File: config.mk
export PLATFORM = sky130hd
export DESIGN_NAME = aes_ctrl
export DESIGN_NICKNAME = d
export VERILOG_FILES = /design/src/aes_pkg.sv /design/src/aes_ctrl.sv
export SDC_FILE = /design/constraint.sdc
export NUM_CORES = 1
export LEC_CHECK = 0
export ABC_CLOCK_PERIOD_IN_PS = 1200
export BUFFER_PORTS_ARGS = -buffer_cell sky130_fd_sc_hd__buf_2
export CELL_PAD_IN_SITES_DETAIL_PLACEMENT = 0
export CELL_PAD_IN_SITES_GLOBAL_PLACEMENT = 1
export CORE_UTILIZATION = 30
export CTS_CLUSTER_DIAMETER = 80
export DETAILED_ROUTE_END_ITERATION = 16
export GPL_TIMING_DRIVEN = 0
export PLACE_DENSITY_LB_ADDON = 0.15
export SLEW_MARGIN = 5
export SYNTH_ARGS = -nofsm -noshare
export SYNTH_HDL_FRONTEND = slang
export SYNTH_SLANG_ARGS = --single-unit
export TNS_END_PERCENT = 10
File: constraint.sdc
create_clock -name clk -period 1.2 [get_ports clk]
set_input_delay 0.18 -clock clk [delete_from_list [all_inputs] [get_ports clk]]
set_output_delay 0.18 -clock clk [all_outputs]
set_load 0.01 [all_outputs]
File: src/aes_pkg.sv
// package for the aes-128 cbc encryption block
// types, state enum, s-box and round helper functions; no dependencies
`default_nettype none
package aes_pkg;

    typedef struct packed {
        logic [63:0] plain_high;
        logic [63:0] plain_low;
        logic        start_of_message;
    } in_item_t;

    typedef struct packed {
        logic [63:0] cipher_high;
        logic [63:0] cipher_low;
    } out_item_t;

    typedef enum logic [1:0] {
        CFG_KEY_HIGH = 2'd0,
        CFG_KEY_LOW  = 2'd1,
        CFG_IV_HIGH  = 2'd2,
        CFG_IV_LOW   = 2'd3
    } cfg_index_t;

    typedef enum logic [2:0] {
        ST_IDLE,
        ST_EXPAND,
        ST_LOAD,
        ST_ROUND,
        ST_OUT
    } state_t;

    // controller to datapath
    typedef struct packed {
        logic       capture;   // take input item
        logic       key_init;  // load key registers and iv into chain
        logic       key_step;  // one key expansion step
        logic       load;      // xor with chain and round key 0
        logic       round;     // one cipher round
        logic       last;      // final round, no mixcolumns
        logic       emit;      // copy finished block to the output register
        logic [3:0] rnd;       // round number for key store access and rcon
    } dp_cmd_t;

    localparam logic [7:0] RCON [0:10] = '{
        8'h8d, 8'h01, 8'h02, 8'h04, 8'h08, 8'h10, 8'h20, 8'h40, 8'h80, 8'h1b, 8'h36
    };

    localparam logic [7:0] SBOX [0:255] = '{
        8'h63,8'h7c,8'h77,8'h7b,8'hf2,8'h6b,8'h6f,8'hc5,8'h30,8'h01,8'h67,8'h2b,8'hfe,8'hd7,8'hab,8'h76,
        8'hca,8'h82,8'hc9,8'h7d,8'hfa,8'h59,8'h47,8'hf0,8'had,8'hd4,8'ha2,8'haf,8'h9c,8'ha4,8'h72,8'hc0,
        8'hb7,8'hfd,8'h93,8'h26,8'h36,8'h3f,8'hf7,8'hcc,8'h34,8'ha5,8'he5,8'hf1,8'h71,8'hd8,8'h31,8'h15,
        8'h04,8'hc7,8'h23,8'hc3,8'h18,8'h96,8'h05,8'h9a,8'h07,8'h12,8'h80,8'he2,8'heb,8'h27,8'hb2,8'h75,
        8'h09,8'h83,8'h2c,8'h1a,8'h1b,8'h6e,8'h5a,8'ha0,8'h52,8'h3b,8'hd6,8'hb3,8'h29,8'he3,8'h2f,8'h84,
        8'h53,8'hd1,8'h00,8'hed,8'h20,8'hfc,8'hb1,8'h5b,8'h6a,8'hcb,8'hbe,8'h39,8'h4a,8'h4c,8'h58,8'hcf,
        8'hd0,8'hef,8'haa,8'hfb,8'h43,8'h4d,8'h33,8'h85,8'h45,8'hf9,8'h02,8'h7f,8'h50,8'h3c,8'h9f,8'ha8,
        8'h51,8'ha3,8'h40,8'h8f,8'h92,8'h9d,8'h38,8'hf5,8'hbc,8'hb6,8'hda,8'h21,8'h10,8'hff,8'hf3,8'hd2,
        8'hcd,8'h0c,8'h13,8'hec,8'h5f,8'h97,8'h44,8'h17,8'hc4,8'ha7,8'h7e,8'h3d,8'h64,8'h5d,8'h19,8'h73,
        8'h60,8'h81,8'h4f,8'hdc,8'h22,8'h2a,8'h90,8'h88,8'h46,8'hee,8'hb8,8'h14,8'hde,8'h5e,8'h0b,8'hdb,
        8'he0,8'h32,8'h3a,8'h0a,8'h49,8'h06,8'h24,8'h5c,8'hc2,8'hd3,8'hac,8'h62,8'h91,8'h95,8'he4,8'h79,
        8'he7,8'hc8,8'h37,8'h6d,8'h8d,8'hd5,8'h4e,8'ha9,8'h6c,8'h56,8'hf4,8'hea,8'h65,8'h7a,8'hae,8'h08,
        8'hba,8'h78,8'h25,8'h2e,8'h1c,8'ha6,8'hb4,8'hc6,8'he8,8'hdd,8'h74,8'h1f,8'h4b,8'hbd,8'h8b,8'h8a,
        8'h70,8'h3e,8'hb5,8'h66,8'h48,8'h03,8'hf6,8'h0e,8'h61,8'h35,8'h57,8'hb9,8'h86,8'hc1,8'h1d,8'h9e,
        8'he1,8'hf8,8'h98,8'h11,8'h69,8'hd9,8'h8e,8'h94,8'h9b,8'h1e,8'h87,8'he9,8'hce,8'h55,8'h28,8'hdf,
        8'h8c,8'ha1,8'h89,8'h0d,8'hbf,8'he6,8'h42,8'h68,8'h41,8'h99,8'h2d,8'h0f,8'hb0,8'h54,8'hbb,8'h16
    };

    function automatic logic [7:0] xtime(input logic [7:0] a);
        xtime = {a[6:0], 1'b0} ^ (a[7] ? 8'h1b : 8'h00);
    endfunction

    function automatic logic [31:0] sub_word(input logic [31:0] w);
        sub_word = {SBOX[w[31:24]], SBOX[w[23:16]], SBOX[w[15:8]], SBOX[w[7:0]]};
    endfunction

    // byte i of the state is bits 127-8i downto 120-8i
    function automatic logic [127:0] sub_shift(input logic [127:0] s);
        logic [127:0] t;
        t = '0;
        for (int c = 0; c < 4; c++) begin
            for (int r = 0; r < 4; r++) begin
                t[127 - 8 * (r + 4 * c) -: 8] = SBOX[s[127 - 8 * (r + 4 * ((c + r) % 4)) -: 8]];
            end
        end
        sub_shift = t;
    endfunction

    function automatic logic [127:0] mix_cols(input logic [127:0] s);
        logic [127:0] t;
        logic [7:0] a0, a1, a2, a3;
        t = '0;
        for (int c = 0; c < 4; c++) begin
            a0 = s[127 - 32 * c -: 8];
            a1 = s[119 - 32 * c -: 8];
            a2 = s[111 - 32 * c -: 8];
            a3 = s[103 - 32 * c -: 8];
            t[127 - 32 * c -: 8] = xtime(a0) ^ xtime(a1) ^ a1 ^ a2 ^ a3;
            t[119 - 32 * c -: 8] = a0 ^ xtime(a1) ^ xtime(a2) ^ a2 ^ a3;
            t[111 - 32 * c -: 8] = a0 ^ a1 ^ xtime(a2) ^ xtime(a3) ^ a3;
            t[103 - 32 * c -: 8] = xtime(a0) ^ a0 ^ a1 ^ a2 ^ xtime(a3);
        end
        mix_cols = t;
    endfunction

endpackage
`default_nettype wire

File: src/aes_ctrl.sv
// sequencer for key expansion and the ten cipher rounds
// depends on aes_pkg
`default_nettype none
module aes_ctrl
    import aes_pkg::*;
(
    input  wire logic    clk,
    input  wire logic    rst_n,
    input  wire logic    in_valid,
    output logic         in_stall,
    input  wire logic    in_start,
    output logic         out_valid,
    input  wire logic    out_stall,
    output dp_cmd_t      cmd
);

    state_t     state_reg, state_next;
    logic [3:0] cnt_reg, cnt_next;
    logic       ready_reg, ready_next;   // keys expanded since reset
    logic       out_valid_reg, out_valid_next;

    logic       accept;
    logic       out_free;
    assign accept   = in_valid && !in_stall;
    assign out_free = !out_valid_reg || !out_stall;

    always_ff @(posedge clk or negedge rst_n) begin
        if (!rst_n) begin
            state_reg     <= ST_IDLE;
            cnt_reg       <= '0;
            ready_reg     <= 1'b0;
            out_valid_reg <= 1'b0;
        end else begin
            state_reg     <= state_next;
            cnt_reg       <= cnt_next;
            ready_reg     <= ready_next;
            out_valid_reg <= out_valid_next;
        end
    end

    always_comb begin
        state_next     = state_reg;
        cnt_next       = cnt_reg;
        ready_next     = ready_reg;
        out_valid_next = out_valid_reg && out_stall;
        unique case (state_reg)
            ST_IDLE: begin
                if (accept) begin
                    cnt_next = 4'd1;
                    if (in_start || !ready_reg) begin
                        state_next = ST_EXPAND;
                        ready_next = 1'b1;
                    end else begin
                        state_next = ST_LOAD;
                    end
                end
            end
            ST_EXPAND: begin
                if (cnt_reg == 4'd10) begin
                    state_next = ST_LOAD;
                end
                cnt_next = (cnt_reg == 4'd10) ? 4'd1 : cnt_reg + 4'd1;
            end
            ST_LOAD: begin
                state_next = ST_ROUND;
                cnt_next   = 4'd1;
            end
            ST_ROUND: begin
                if (cnt_reg == 4'd10) begin
                    state_next = ST_OUT;
                end
                cnt_next = cnt_reg + 4'd1;
            end
            ST_OUT: begin
                // wait here only while the output register still holds an item that the receiver stalls
                if (out_free) begin
                    state_next     = ST_IDLE;
                    out_valid_next = 1'b1;
                end
            end
            default: state_next = ST_IDLE;
        endcase
    end

    always_comb begin
        in_stall      = (state_reg != ST_IDLE);
        out_valid     = out_valid_reg;
        cmd           = '0;
        cmd.capture   = (state_reg == ST_IDLE) && accept;
        cmd.key_init  = cmd.capture && (in_start || !ready_reg);
        cmd.key_step  = (state_reg == ST_EXPAND);
        cmd.load      = (state_reg == ST_LOAD);
        cmd.round     = (state_reg == ST_ROUND);
        cmd.last      = (state_reg == ST_ROUND) && (cnt_reg == 4'd10);
        cmd.emit      = (state_reg == ST_OUT) && out_free;
        cmd.rnd       = (state_reg == ST_LOAD) ? 4'd0 : cnt_reg;
    end

endmodule
`default_nettype wire

Word-level counts from Yosys, hierarchy flattened
Cells that the tools add are included.
- bits of input ports: 5
- output and inout port bits: 13
- bits in writable memories: 0
- memories kept: 0
- flip-flop bits (word level): 9
- latch bits: 0
- word-level logic and storage cells: 44
- ROM bits: 0
- equality and inequality tests: 9
- reductions and logical operators: 18
- shift operators: 0
- $add $sub $neg: 1
- divide/modulo/power cells: 0
- bitwise operators: 0
- multiplexer cells: 12
- multipliers: 0
- order comparisons: 0
- operators with widths (operator ; number):
    case mux 4 bit (4 select lines) ; 1
    case mux 3 bit (5 select lines) ; 1
    two-way mux 3 bit ; 4
    two-way mux 4 bit ; 3
    equality test 3 x 2 -> 1 bit, second input constant ; 2
    logical AND 1 bit ; 6
    adder 4 x 1 -> 4 bit, second input constant ; 1
    equality test 4 bit, second input constant ; 1
    zero test 1 bit ; 4
    != test 2 x 1 -> 1 bit, second input constant ; 2
    != test 2 bit, second input constant ; 2
    AND reduction 4 bit ; 1
    nonzero test 4 bit ; 1
    equality test 3 x 1 -> 1 bit, second input constant ; 1
    equality test 3 bit, second input constant ; 1
    zero test 3 bit ; 1
    AND reduction 3 bit ; 1
    nonzero test 3 bit ; 1
    logical OR 1 bit ; 2
    two-way mux 1 bit ; 2
    two-way mux 2 bit ; 1
    AND reduction 2 bit ; 1

Depth between registers and ports, before layout
- word-level depth: 5
- depth in mapped cells: 5
- mapped depth without buffers: 5

Least setup slack after synthesis
OpenSTA, ideal clock, no wires.
- path type: reg2reg
- start point: register cnt_reg[0]
- end point: register state_reg[2]
- arrival time: 1255 ps
- period minus slack after synthesis: 1375 ps
- required time: 1080 ps
- library setup time: 120 ps
- cell stages (with the launch flop): 6
- buffers on the path: 0
- setup slack: -175 ps
- path through: dfrtp_1 -> inv_1 -> ha_1 -> and4b_1 -> and2b_1 -> a41o_1
- longest elaborated chain between the ends: 3
- elaborated cells between the ends (all ways): 4
- those cells by class: 3 x eq/ne; 1 x reduce/logical
- RTL lines (item ; RTL line ; source):
    start: declaration ; aes_ctrl.sv:18 ; logic [3:0] cnt_reg, cnt_next;
    start signal: assignment ; aes_ctrl.sv:35 ; cnt_reg <= cnt_next;
    equality test 4 bit (*) ; aes_ctrl.sv:59, aes_ctrl.sv:69 ;
    != test 2 x 1 -> 1 bit (no line) ; - ;
    AND reduction 4 bit (no line) (*) ; - ;
    end signal: assignment ; aes_ctrl.sv:34 ; state_reg <= state_next;
    end: declaration ; aes_ctrl.sv:17 ; state_t state_reg, state_next;
Mark *: on every way between the ends. The rest lies on a longest branch, timed or not.
A chain may end at the register's enable or synchronous reset.

==> reports/qor.txt <==
H-tree Lvls: 1
Worst Setup SP: cnt_reg[1]
WP data arrival: 1390 ps
Fillers: 168
Initial Utilization: 0.3347
top cell type's share of synthesized area: 0.4317
core area: 1559 um^2
Hold Slack: 162.0 ps
Setup TNS Final: -2489 ps
Post-Syn Nets: 68
CP max-delay cell: dfrtp_1
commonest non-fill, non-tap cell in the layout: buf_2
Cells after Synth: 61
GR met2 Demand/Resource: 0.2418
largest net degree at the start of global routing: 11
worst IR drop on VDD: 0.8376 mV
drt total wl: 1224 um
f_max: 0.6351 GHz
max reg flops: 4
fin crit share: 1.312
RePlAce Congestion: 0.7170
vias in the first global route: 493
clock slew seen by the registers of the worst setup and hold paths: 60 ps
CP Cell Sequence: ha_4 > and4b_2 > and2b_2 > buf_6
most frequent cells in the layout: buf_2 (16), dfrtp_1 (7), nor2b_1 (5), nand2_1 (5), o21ai_0 (5)
cell type with the largest total area after synthesis: dfrtp_1
CP peak stage delay: 410 ps
GR Layer Usage met3: 0.02500
Ant. Diodes: 0
post-DP HPWL: 875.3 um
I/O Buffers: 17
final instance area: 773.2 um^2
Rows: 14
vias per inst: 5.136
startpoint types: flip-flop
layout cell share with drive strength beyond 1: 0.4598
violated checks: negative setup slack
vias: 529
DR iter-0 viols: 8
GRT Overall Usage: 0.1583
min-delay worst type: primary input to flip-flop
reg2reg start: cnt_reg[1]
Final Setup Violations: 14
area grow syn2layout: 48.20%
Leak: 0.3951 nW
PnR worst setup slack: -374.5 ps
ranking of synthesized cells by area: dfrtp_1 (43%), nor2b_1 (6.0%), o21ai_0 (5.8%), ha_1 (4.8%), nor3_1 (4.8%)
outcome: complete, but fails checks
placed cell area: 630.6 um^2
crit path capture type: output pin
post-DR wirelength/cell: 11.88 um
io pins: 18
P per Cell Area: 2310 nW/um^2
drt first pass iters: 4
width of the die: 43.71 um
Ys Warns: 0
Final min period: 1575 ps
Unique masters post-synth: 22
final max-slew violation count: 0
nets@finish: 95
syn avg cell area: 8.553 um^2
Sink Count: 9
Setup Skew: 5.830 ps
residual DRC count: 0
RSZ-0062 raised after global routing: true
Max FO, Critical Path: 2
Top Family by Delay on Critical Path: simple AND/OR/NAND/NOR gates
clock buffer depth: 2
Seq/Total Area, Yosys: 0.4317
CP Data Required Time: 1020 ps
initial antenna violation count: 0
Max-slew headroom: 0.8342
TritonCTS clock tree: done
Crit Path Category: flip-flop to output pin
final hold vios: 0
Worst-Margin Slew: 245.4 ps
setup slack, reg-to-reg: -130 ps
Setup Slack @ Placement: -248.4 ps
total CTS buffers: 3
Yosys reg bits: 9
first-pass GRT wire length: 2180 um
area of the mapped netlist: 521.8 um^2
met1 Usage GRT: 0.2105
clk_lat worst skew: 260 ps
die area: 1910 um^2
Buffers & Inverters on Critical Path: 1
Root Driver: clkbuf_4
final total power: 1.787 mW
MaxCap Viol Count: 0
Hold Crit Start: out_stall
Die Y: 43.71 um
antenna-violating nets left: 0
busiest grt layer: met2
grt ovf: 0
==> worst register-to-register path, cell delays in order (launching register included) <==
cell,delay (ps)
dfrtp_1,410
ha_4,170
and4b_2,240
and2b_2,200
a41o_1,210
==> report_power, final <==
part	total, mW	internal [mW]	switching (mW)
combinational	0.934	0.483	0.451
clock	0.231	0.128	0.103
sequential	0.622	0.418	0.203
total	1.79	1.03	0.757
==> timing repair <==
action	CTS	global route
hold endpoints to repair	9	0
cloned	0	0
pin swaps	1	2
hold buffers	1	0
gates resized for setup	15	7
setup buffers	3	1
setup endpoints to repair	18	19
==> logic make-up after synthesis <==
group                      synth area share
buffers and inverters               0.05035
DFF                                  0.4317
adders and majority gates           0.04795
and+or+nand+nor                      0.2926
AOI/OAI and AO/OA                    0.1775
==> stage by stage <==
step           utilization  std cells
6_report            0.4960        103
5_1_grt             0.4960        103
4_1_cts             0.4807        102
3_5_place_dp        0.4045         94
3_3_place_gp        0.4045         94
2_1_floorplan            -         61
==> per-layer routing <==
layer  wire length (um)  vias up
met5                  0        -
met2                552       15
met3                 61        2
li1                   -      263
met1                603      249
met4                  6        0
==> cell type report <==
type,count,area (um^2),share of cell area
tap,16,20.02,0.02589
buffer,1,15.01,0.01942
clock buffer,4,26.28,0.03398
inverter,6,22.52,0.02913
timing repair buffer,22,131.4,0.1699
sequential,9,227.7,0.2945
multi-input combinational,45,330.3,0.4272
==> synthesized netlist by cell type (all sizes together) <==
master  instances
nor2            4
dfrtp           9
a41o            1
nand3           1
clkbuf          1
o211ai          1
o21ai           6
nand2b          2
or3             1
ha              2
and4b           1
a21o            1
inv             6
and2b           1
nor4bb          1
o21bai          1
a21oi           3
nand2           6
a211oi          2
nor2b           5
nand3b          1
nor3            5
==> worst paths after layout <==
path	end	cells past startpoint
setup / recovery	cmd[5]	4
max in group asynchronous	state_reg[1]	2
setup reg to reg	state_reg[2]	4
hold reg to reg	ready_reg	2
min in group asynchronous	cnt_reg[0]	2
hold / removal	out_valid	3
No activity file was read; power rests on OpenSTA's default activity.
